File: src/sv/kde_pkg.sv
`default_nettype none
package kde_pkg;

  localparam int DIMS_DEF       = 4;
  localparam int MAX_POINTS_DEF = 1048576;

  localparam int COORD_W = 16;
  localparam int DIFF_W  = 17;
  localparam int SUM_W   = 37;
  localparam int PCNT_W  = 21;
  localparam int DENS_W  = 16;
  localparam int INV_W   = 32;
  localparam int TERMS   = 12;

  localparam logic [2:0] CFG_QUERY0 = 3'd0;
  localparam logic [2:0] CFG_QUERY1 = 3'd1;
  localparam logic [2:0] CFG_QUERY2 = 3'd2;
  localparam logic [2:0] CFG_QUERY3 = 3'd3;
  localparam logic [2:0] CFG_INV    = 3'd4;

  typedef enum logic [3:0] {
    S_IDLE,
    S_D2M,
    S_D2A,
    S_ARGM,
    S_ARGC,
    S_TM,
    S_TR,
    S_TC,
    S_SQM,
    S_SQR,
    S_ACC,
    S_DIVS,
    S_DIV,
    S_EMIT
  } back_state_t;

  // floor(2^32 / k) for the Taylor term divisors
  function automatic logic [31:0] recip(input logic [3:0] k);
    logic [31:0] r;
    case (k)
      4'd2:    r = 32'h8000_0000;
      4'd3:    r = 32'h5555_5555;
      4'd4:    r = 32'h4000_0000;
      4'd5:    r = 32'h3333_3333;
      4'd6:    r = 32'h2AAA_AAAA;
      4'd7:    r = 32'h2492_4924;
      4'd8:    r = 32'h2000_0000;
      4'd9:    r = 32'h1C71_C71C;
      4'd10:   r = 32'h1999_9999;
      4'd11:   r = 32'h1745_D174;
      4'd12:   r = 32'h1555_5555;
      default: r = 32'hFFFF_FFFF;
    endcase
    return r;
  endfunction

endpackage
`default_nettype wire

File: src/sv/gaussian_kde_point_sum.sv
// Back end: each point is stepped through the single shared 32x32
// multiplier for the distance, the 12 Taylor terms and four squarings,
// ending early when the kernel is cut to zero.
// A last point adds the 16-step mean division (skipped when the mean
// saturates) and the output load, plus any output stall.
// A new point starts only after the last; a two-beat queue decouples input.
// Reset (rst, synchronous): sum and count clear, queries 0, inv_two_h_sq 1.0.
`default_nettype none
module gaussian_kde_point_sum #(
  parameter int DIMS       = kde_pkg::DIMS_DEF,
  parameter int MAX_POINTS = kde_pkg::MAX_POINTS_DEF
) (
  input  wire logic        clk,
  input  wire logic        rst,
  input  wire logic        s_tvalid,
  output logic             s_tready,
  input  wire logic [63:0] s_tdata,  // dim0_value, dim1_value, dim2_value, dim3_value
  input  wire logic        s_tlast,  // last_point
  output logic             m_tvalid,
  input  wire logic        m_tready,
  output logic [39:0]      m_tdata,  // density, points_used, zero pad
  input  wire logic        cfg_valid,
  output logic             cfg_ready,
  input  wire logic [2:0]  cfg_index,
  input  wire logic [31:0] cfg_data
);
  import kde_pkg::*;

  logic [4*COORD_W-1:0]    query;
  logic [INV_W-1:0]        inv;
  logic                    q_valid;
  logic                    q_pop;
  logic [DIMS*DIFF_W:0]    q_data;

  assign cfg_ready = 1'b1;

  always_ff @(posedge clk) begin
    if (rst) begin
      query <= '0;
      inv   <= 32'h0001_0000;
    end else if (cfg_valid) begin
      case (cfg_index)
        CFG_QUERY0: query[0*COORD_W +: COORD_W] <= cfg_data[15:0];
        CFG_QUERY1: query[1*COORD_W +: COORD_W] <= cfg_data[15:0];
        CFG_QUERY2: query[2*COORD_W +: COORD_W] <= cfg_data[15:0];
        CFG_QUERY3: query[3*COORD_W +: COORD_W] <= cfg_data[15:0];
        CFG_INV:    inv <= cfg_data;
        default: ;
      endcase
    end
  end

  kde_front #(.DIMS(DIMS)) u_front (
    .clk      (clk),
    .rst      (rst),
    .s_tvalid (s_tvalid),
    .s_tready (s_tready),
    .s_tdata  (s_tdata),
    .s_tlast  (s_tlast),
    .query    (query),
    .q_valid  (q_valid),
    .q_pop    (q_pop),
    .q_data   (q_data)
  );

  kde_back #(.DIMS(DIMS), .MAX_POINTS(MAX_POINTS)) u_back (
    .clk      (clk),
    .rst      (rst),
    .q_valid  (q_valid),
    .q_pop    (q_pop),
    .q_data   (q_data),
    .inv      (inv),
    .m_tvalid (m_tvalid),
    .m_tready (m_tready),
    .m_tdata  (m_tdata)
  );

endmodule
`default_nettype wire

File: src/sv/kde_front.sv
`default_nettype none
module kde_front #(
  parameter int DIMS = kde_pkg::DIMS_DEF
) (
  input  wire logic                                 clk,
  input  wire logic                                 rst,
  input  wire logic                                 s_tvalid,
  output logic                                      s_tready,
  input  wire logic [4*kde_pkg::COORD_W-1:0]        s_tdata,
  input  wire logic                                 s_tlast,
  input  wire logic [4*kde_pkg::COORD_W-1:0]        query,
  output logic                                      q_valid,
  input  wire logic                                 q_pop,
  output logic [DIMS*kde_pkg::DIFF_W:0]             q_data
);
  import kde_pkg::*;

  localparam int ENT_W = DIMS * DIFF_W + 1;

  logic [ENT_W-1:0] entry;
  logic [ENT_W-1:0] mem [2];
  logic             wr_ptr;
  logic             rd_ptr;
  logic [1:0]       fill;
  logic             push;

  always_comb begin
    for (int i = 0; i < DIMS; i++) begin
      entry[i*DIFF_W +: DIFF_W] =
        {s_tdata[i*COORD_W + COORD_W-1], s_tdata[i*COORD_W +: COORD_W]} -
        {query[i*COORD_W + COORD_W-1], query[i*COORD_W +: COORD_W]};
    end
    entry[ENT_W-1] = s_tlast;
  end

  assign s_tready = (fill != 2'd2);
  assign push     = s_tvalid && s_tready;
  assign q_valid  = (fill != 2'd0);
  assign q_data   = mem[rd_ptr];

  always_ff @(posedge clk) begin
    if (push) begin
      mem[wr_ptr] <= entry;
    end
  end

  always_ff @(posedge clk) begin
    if (rst) begin
      wr_ptr <= 1'b0;
      rd_ptr <= 1'b0;
      fill   <= 2'd0;
    end else begin
      if (push) wr_ptr <= ~wr_ptr;
      if (q_pop && q_valid) rd_ptr <= ~rd_ptr;
      fill <= fill + 2'(push) - 2'(q_pop && q_valid);
    end
  end

endmodule
`default_nettype wire

File: src/sv/kde_back.sv
`default_nettype none
module kde_back #(
  parameter int DIMS       = kde_pkg::DIMS_DEF,
  parameter int MAX_POINTS = kde_pkg::MAX_POINTS_DEF
) (
  input  wire logic                          clk,
  input  wire logic                          rst,
  input  wire logic                          q_valid,
  output logic                               q_pop,
  input  wire logic [DIMS*kde_pkg::DIFF_W:0] q_data,
  input  wire logic [kde_pkg::INV_W-1:0]     inv,
  output logic                               m_tvalid,
  input  wire logic                          m_tready,
  output logic [39:0]                        m_tdata
);
  import kde_pkg::*;

  localparam int CNT_W = $clog2(MAX_POINTS + 1);
  localparam int DW    = (DIMS > 1) ? $clog2(DIMS) : 1;
  localparam int WIDE  = SUM_W + CNT_W + 16;

  back_state_t state, state_next;

  logic signed [DIFF_W-1:0] diff [DIMS];
  logic                     last;
  logic [DW-1:0]            dcnt;
  logic [33:0]              d2;
  logic [63:0]              prod;
  logic [31:0]              mul_a, mul_b;
  logic [30:0]              xv;
  logic [31:0]              term;
  logic signed [33:0]       tsum;
  logic [30:0]              vv;
  logic [3:0]               k;
  logic [1:0]               sqn;
  logic [31:0]              e;
  logic [16:0]              kern;
  logic [SUM_W-1:0]         ksum;
  logic [CNT_W-1:0]         cnt;
  logic [CNT_W-1:0]         rem;
  logic [3:0]               bitn;
  logic [DENS_W-1:0]        quo;
  logic [DENS_W-1:0]        density;
  logic [PCNT_W-1:0]        points_used;

  logic [DIFF_W-1:0]        dsel;
  logic [15:0]              mag;
  logic [30:0]              qe;
  logic [31:0]              rr;
  logic [30:0]              qv;
  logic signed [33:0]       tsum_new;
  logic [31:0]              e_clamp;
  logic [31:0]              e_sq;
  logic [CNT_W:0]           trial;
  logic [WIDE-1:0]          sum_wide;
  logic [WIDE-1:0]          cnt_wide;
  logic                     out_free;

  assign dsel     = diff[dcnt];
  assign mag      = dsel[DIFF_W-1] ? 16'(-dsel) : dsel[15:0];
  assign qe       = prod[62:32];
  assign rr       = 32'(vv) - 32'(qe) * 32'(k);
  assign qv       = (state == S_TR) ? prod[61:31] : ((rr >= 32'(k)) ? qe + 31'd1 : qe);
  assign tsum_new = k[0] ? tsum - 34'(qv) : tsum + 34'(qv);
  assign e_clamp  = tsum_new[33] ? 32'd0 :
                    (tsum_new > 34'sh8000_0000) ? 32'h8000_0000 : tsum_new[31:0];
  assign e_sq     = 32'((prod + 64'h4000_0000) >> 31);
  assign trial    = {rem, ksum[bitn]};
  assign sum_wide = WIDE'(ksum);
  assign cnt_wide = WIDE'(cnt) << 16;
  assign out_free = !m_tvalid || m_tready;

  always_comb begin
    mul_a = 32'd0;
    mul_b = 32'd0;
    case (state)
      S_D2M: begin
        mul_a = 32'(mag);
        mul_b = 32'(mag);
      end
      S_ARGM: begin
        mul_a = 32'(d2[19:0]);
        mul_b = inv;
      end
      S_TM: begin
        mul_a = term;
        mul_b = 32'(xv);
      end
      S_TR: begin
        mul_a = 32'(prod[61:31]);
        mul_b = recip(k);
      end
      S_SQM: begin
        mul_a = e;
        mul_b = e;
      end
      default: ;
    endcase
  end

  always_comb begin
    state_next = state;
    case (state)
      S_IDLE: if (q_valid) state_next = S_D2M;
      S_D2M:  state_next = S_D2A;
      S_D2A:  state_next = (dcnt == DW'(DIMS - 1)) ? S_ARGM : S_D2M;
      S_ARGM: state_next = (inv != '0 && d2 >= 34'h10_0000) ? S_ACC : S_ARGC;
      S_ARGC: state_next = (prod >= 64'h10_0000) ? S_ACC : S_TM;
      S_TM:   state_next = S_TR;
      S_TR:   state_next = (k == 4'd1) ? S_TM : S_TC;
      S_TC:   state_next = (k == 4'(TERMS)) ? S_SQM : S_TM;
      S_SQM:  state_next = S_SQR;
      S_SQR:  state_next = (sqn == 2'd3) ? S_ACC : S_SQM;
      S_ACC:  state_next = last ? S_DIVS : S_IDLE;
      S_DIVS: state_next = (cnt == '0 || sum_wide >= cnt_wide) ? S_EMIT : S_DIV;
      S_DIV:  state_next = (bitn == 4'd0) ? S_EMIT : S_DIV;
      S_EMIT: if (out_free) state_next = S_IDLE;
      default: state_next = S_IDLE;
    endcase
  end

  always_comb begin
    q_pop = (state == S_IDLE) && q_valid;
  end

  always_ff @(posedge clk) begin
    if (rst) begin
      state    <= S_IDLE;
      ksum     <= '0;
      cnt      <= '0;
      m_tvalid <= 1'b0;
    end else begin
      state <= state_next;
      if (state == S_EMIT && out_free) begin
        m_tvalid <= 1'b1;
      end else if (m_tvalid && m_tready) begin
        m_tvalid <= 1'b0;
      end
      if (state == S_ACC && cnt < CNT_W'(MAX_POINTS)) begin
        ksum <= ksum + SUM_W'(kern);
        cnt  <= cnt + CNT_W'(1);
      end
      if (state == S_EMIT && out_free) begin
        ksum     <= '0;
        cnt      <= '0;
      end
    end
  end

  always_ff @(posedge clk) begin
    prod <= mul_a * mul_b;
    case (state)
      S_IDLE: begin
        for (int i = 0; i < DIMS; i++) diff[i] <= q_data[i*DIFF_W +: DIFF_W];
        last <= q_data[DIMS*DIFF_W];
        dcnt <= '0;
        d2   <= '0;
      end
      S_D2A: begin
        d2   <= d2 + prod[33:0];
        dcnt <= dcnt + DW'(1);
      end
      S_ARGM: kern <= 17'd0;
      S_ARGC: begin
        xv   <= {prod[19:0], 11'd0};
        term <= 32'h8000_0000;
        tsum <= 34'sh8000_0000;
        k    <= 4'd1;
      end
      S_TR: begin
        vv <= prod[61:31];
        if (k == 4'd1) begin
          term <= 32'(qv);
          tsum <= tsum_new;
          k    <= k + 4'd1;
        end
      end
      S_TC: begin
        term <= 32'(qv);
        tsum <= tsum_new;
        k    <= k + 4'd1;
        e    <= e_clamp;
        sqn  <= 2'd0;
      end
      S_SQR: begin
        e    <= e_sq;
        sqn  <= sqn + 2'd1;
        kern <= 17'((e_sq + 32'h4000) >> 15);
      end
      S_DIVS: begin
        quo  <= (cnt == '0) ? '0 : {DENS_W{1'b1}};
        rem  <= CNT_W'(sum_wide >> 16);
        bitn <= 4'd15;
      end
      S_DIV: begin
        bitn <= bitn - 4'd1;
        quo  <= {quo[DENS_W-2:0], trial >= {1'b0, cnt}};
        rem  <= (trial >= {1'b0, cnt}) ? CNT_W'(trial - {1'b0, cnt}) : CNT_W'(trial);
      end
      S_EMIT: begin
        if (out_free) begin
          density     <= quo;
          points_used <= PCNT_W'(cnt);
        end
      end
      default: ;
    endcase
  end

  assign m_tdata = {3'd0, points_used, density};

  a_cnt_max: assert property (@(posedge clk) disable iff (rst)
    cnt <= CNT_W'(MAX_POINTS)) else $error("point count above limit");
  a_rem_lt: assert property (@(posedge clk) disable iff (rst)
    state == S_DIV |-> rem < cnt) else $error("divider remainder out of range");
  a_kern_max: assert property (@(posedge clk) disable iff (rst)
    state == S_ACC |-> kern <= 17'h1_0000) else $error("kernel above one");
  a_emit: assert property (@(posedge clk) disable iff (rst)
    state == S_EMIT && out_free |=> m_tvalid && state == S_IDLE)
    else $error("result not presented");

endmodule
`default_nettype wire

File: config.mk
export PLATFORM = sky130hd
export DESIGN_NAME = gaussian_kde_point_sum
export DESIGN_NICKNAME = d
export VERILOG_FILES = /design/src/sv/kde_pkg.sv /design/src/sv/gaussian_kde_point_sum.sv /design/src/sv/kde_front.sv /design/src/sv/kde_back.sv
export SDC_FILE = /design/constraint.sdc
export NUM_CORES = 2
export LEC_CHECK = 0
export BUFFER_PORTS_ARGS = -buffer_cell sky130_fd_sc_hd__buf_2
export CORE_UTILIZATION = 35
export DETAILED_ROUTE_END_ITERATION = 10
export PLACE_DENSITY = 0.5
export SETUP_SLACK_MARGIN = 0.15
export SLEW_MARGIN = 0
export SYNTH_ARGS = -nofsm -noshare
export SYNTH_HDL_FRONTEND = slang
export SYNTH_HIERARCHICAL = 1
export SYNTH_SLANG_ARGS = --single-unit
File: constraint.sdc
create_clock -name clk -period 18.68 [get_ports clk]
set_input_delay 2.802 -clock clk [delete_from_list [all_inputs] [get_ports clk]]
set_output_delay 2.802 -clock clk [all_outputs]
set_load 0.02 [all_outputs]
==> impl_metrics.json <==
{
  "crit_path_end_kind": "flip-flop",
  "hold_violations": 0,
  "maxSlewHeadroom": 0.162,
  "synth-seq-cells": 744,
  "io_pins": 148,
  "rows": 172,
  "critical_path_class": "flip-flop to flip-flop",
  "clock_latency_ps": 710,
  "hold_buffers": 0,
  "synth_warnings": 6,
  "nets": 9848,
  "dp_hpwl_mm": 194,
  "cts_resized": 0,
  "cp_common_cell": "fa_1",
  "drc": 0,
  "p_int_w": 0.00389,
  "overflow": 0,
  "crit_required_ps": 19320,
  "regArea_mm2": 0.0198,
  "dieWidth_um": 472,
  "syn_avg_cell_area_um2": 9.37,
  "finalPower_w": 0.00678,
  "fp.dieH_um": 472,
  "postSynthCellCount": 8245,
  "final_cell_area_mm2": 0.0841,
  "dieArea_mm2": 0.223,
  "drive_gt1_frac": 0.0711,
  "antenna_found_initial": 13,
  "slew_violations": 0,
  "drt-pass1-iter-count": 6,
  "clock_skew_ps": 47.3,
  "grt_pass1_wl_mm": 384,
  "p_sw_w": 0.00290,
  "vias_per_cell": 5.26,
  "power_density_mw_per_mm2": 80.7,
  "grt_util_all_layers": 0.230,
  "htreeDepth": 3,
  "ant_nets": 0,
  "synthDistinctLibCells": 107,
  "multiInputGateArea_mm2": 0.0510,
  "setup_viol": 0,
  "leakage_nw": 36.3,
  "rsz0062_at_grt": "no",
  "synth-edff-count": 493,
  "grt_pass1_vias": 59800,
  "tns_ps": 0,
  "synthTopCellsByArea": "fa_1 26%, edfxtp_1 19%, ha_1 8.4%",
  "critPathMaxStageDelay_ps": 1000,
  "fillerInstances": 22000,
  "core_mm2": 0.220,
  "outcome": "finished, final reports clean",
  "yosysTopAreaCell": "fa_1",
  "place_area_mm2": 0.0813,
  "hold_class": "flip-flop to flip-flop",
  "wl_mm": 257,
  "worst_pin_slew_ps": 1240,
  "avgRoutedWirePerCell_um": 23.0,
  "seqPwrFrac": 0.321,
  "num_vias": 58900,
  "period_needed_ps": 13960,
  "critPathArrivalTime_ps": 14590,
  "cts.reportedPaths.clkPinSlew_ps": 60,
  "cp_max_fo": 32,
  "clock_sinks": 744,
  "pwr-share-comb": 0.424,
  "worst_slack_ps": 4720,
  "synth_top_area_frac": 0.257,
  "area_growth_syn_to_layout_pct": 8.91,
  "maxCapViolations": 0,
  "drt_iter0_markers": 4782,
  "synth_ff_type": "edfxtp_1",
  "cts_max_path_buffers": 3,
  "p_clk_frac": 0.255,
  "numCtsBuffers": 87,
  "p_sw_frac": 0.427,
  "cts_setup_buffers": 0,
  "grt_max_degree": 93,
  "numPortBuffers": 143,
  "period_share": 0.747,
  "place.gp.congestion": 0.936,
  "fin_cells": 11200,
  "crit_path_start_kind": "flip-flop",
  "async_reset_ff_frac": 0,
  "cpMaxStageDelayCell": "dfxtp_1",
  "synth-seq-area-share": 0.257,
  "cts_root_buf": "clkbuf_16",
  "start_util": 0.352,
  "cts_tree": "yes",
  "post-place-cells": 11000,
  "netlist_area_mm2": 0.0772,
  "fmax_ghz": 0.0717,
  "dp_slack_ps": 4820,
  "ir_drop_mv": 0.0819
}
-- cell usage after synthesis, drive strengths merged (50+ instances only) --
cell type / count
a21o: 73
a21oi: 296
and2: 125
and3: 68
buf: 54
clkbuf: 335
dfxtp: 251
edfxtp: 493
fa: 990
ha: 516
inv: 1331
mux2: 74
mux2i: 109
nand2: 1273
nand2b: 178
nand3: 147
nand4: 60
nor2: 473
nor2b: 102
nor3: 89
o21a: 50
o21ai: 214
xnor2: 204
xor2: 141
-- flip-flops by register name (all words and copies together), names as in the netlist, 34 cells and up, named ones only --
name and count:
u_front/mem 138, u_back/diff 68, u_back/ksum 37, u_back/d2 34
u_back/prod 64, query 64, u_back/tsum 34
-- worst max-delay path: cells and delay by family (launching register included) --
kind / cells / cell delay, ps
AOI/OAI and AO/OA: 17 / 4700
and+or+nand+nor: 6 / 2060
adders and majority gates: 9 / 4470
muxes: 1 / 630
DFF: 1 / 1000
xor gates and xnor gates: 2 / 240
buffers and inverters: 6 / 740
-- area by class of cell --
type | instances | share of cell area
inverters | 1334 | 0.0596
repair buffers | 290 | 0.0217
flip-flops and latches | 744 | 0.236
clock inverters | 45 | 0.00513
clock buffers | 119 | 0.0285
multi-input cells | 5780 | 0.607
well taps | 2871 | 0.0427
diodes | 2 | 0.0000595
-- metal layers --
layer / global-route usage / vias up / part of all wire / wire length [um]
li1: - / 26600 / - / -
met1: 0.313 / 29800 / 0.44 / 112000
met2: 0.365 / 2000 / 0.45 / 116000
met3: 0.0346 / 436 / 0.065 / 16800
met4: 0.0939 / 4 / 0.048 / 12300
met5: 0 / - / 0.000093 / 24
-- cells by family (layout without fill, tap and decap cells) --
group,count (synthesis),count (layout),synth area share
XOR/XNOR,346,346,0.0394
adder cells (fa/ha/maj),1506,1506,0.340
AO/OA/AOI/OAI,1023,1023,0.0862
other,2,6,0.0000973
buffers and inverters,1723,1788,0.0848
flip-flops,744,744,0.257
multiplexers,205,205,0.0313
AND/OR/NAND/NOR,2696,2696,0.161
-- power groups by stage --
stage               clock [W]  sequential [W]  combinational [W]
global placement            0         0.00222            0.00282
global route          0.00183         0.00219            0.00313
detailed placement          0         0.00222            0.00285
CTS                   0.00177         0.00218            0.00287
finish                0.00173         0.00218            0.00288
floorplan                   0         0.00210            0.00183
-- metrics by stage --
step,util,hold slack [ps]
3_3_place_gp,0.370,404
3_5_place_dp,0.370,426
2_1_floorplan,-,400
5_1_grt,0.383,459
4_1_cts,0.383,440
6_report,0.383,435
-- layout by cell type (no fill, tap or decap), types with 143 or more instances in the layout --
| cell | n |
|---|---|
| ha_1 | 516 |
| nand2_1 | 1273 |
| edfxtp_1 | 493 |
| a21oi_1 | 295 |
| nand3_1 | 143 |
| o21ai_0 | 187 |
| inv_1 | 1328 |
| dfxtp_1 | 250 |
| fa_1 | 990 |
| nor2_1 | 471 |
| nand2b_1 | 178 |
| buf_4 | 148 |
| xnor2_1 | 204 |
-- worst paths after layout --
kind,startpoint,to,slack [ps],depth (start not counted)
max,flip-flop,u_back/prod[63],4720,41
min,u_back/quo[15],u_back/density[15],430,0
max reg2reg,flip-flop,u_back/prod[63],4720,41
min reg2reg,u_back/quo[15],u_back/density[15],430,0
Note: power is estimated with default switching activity, not from simulation.
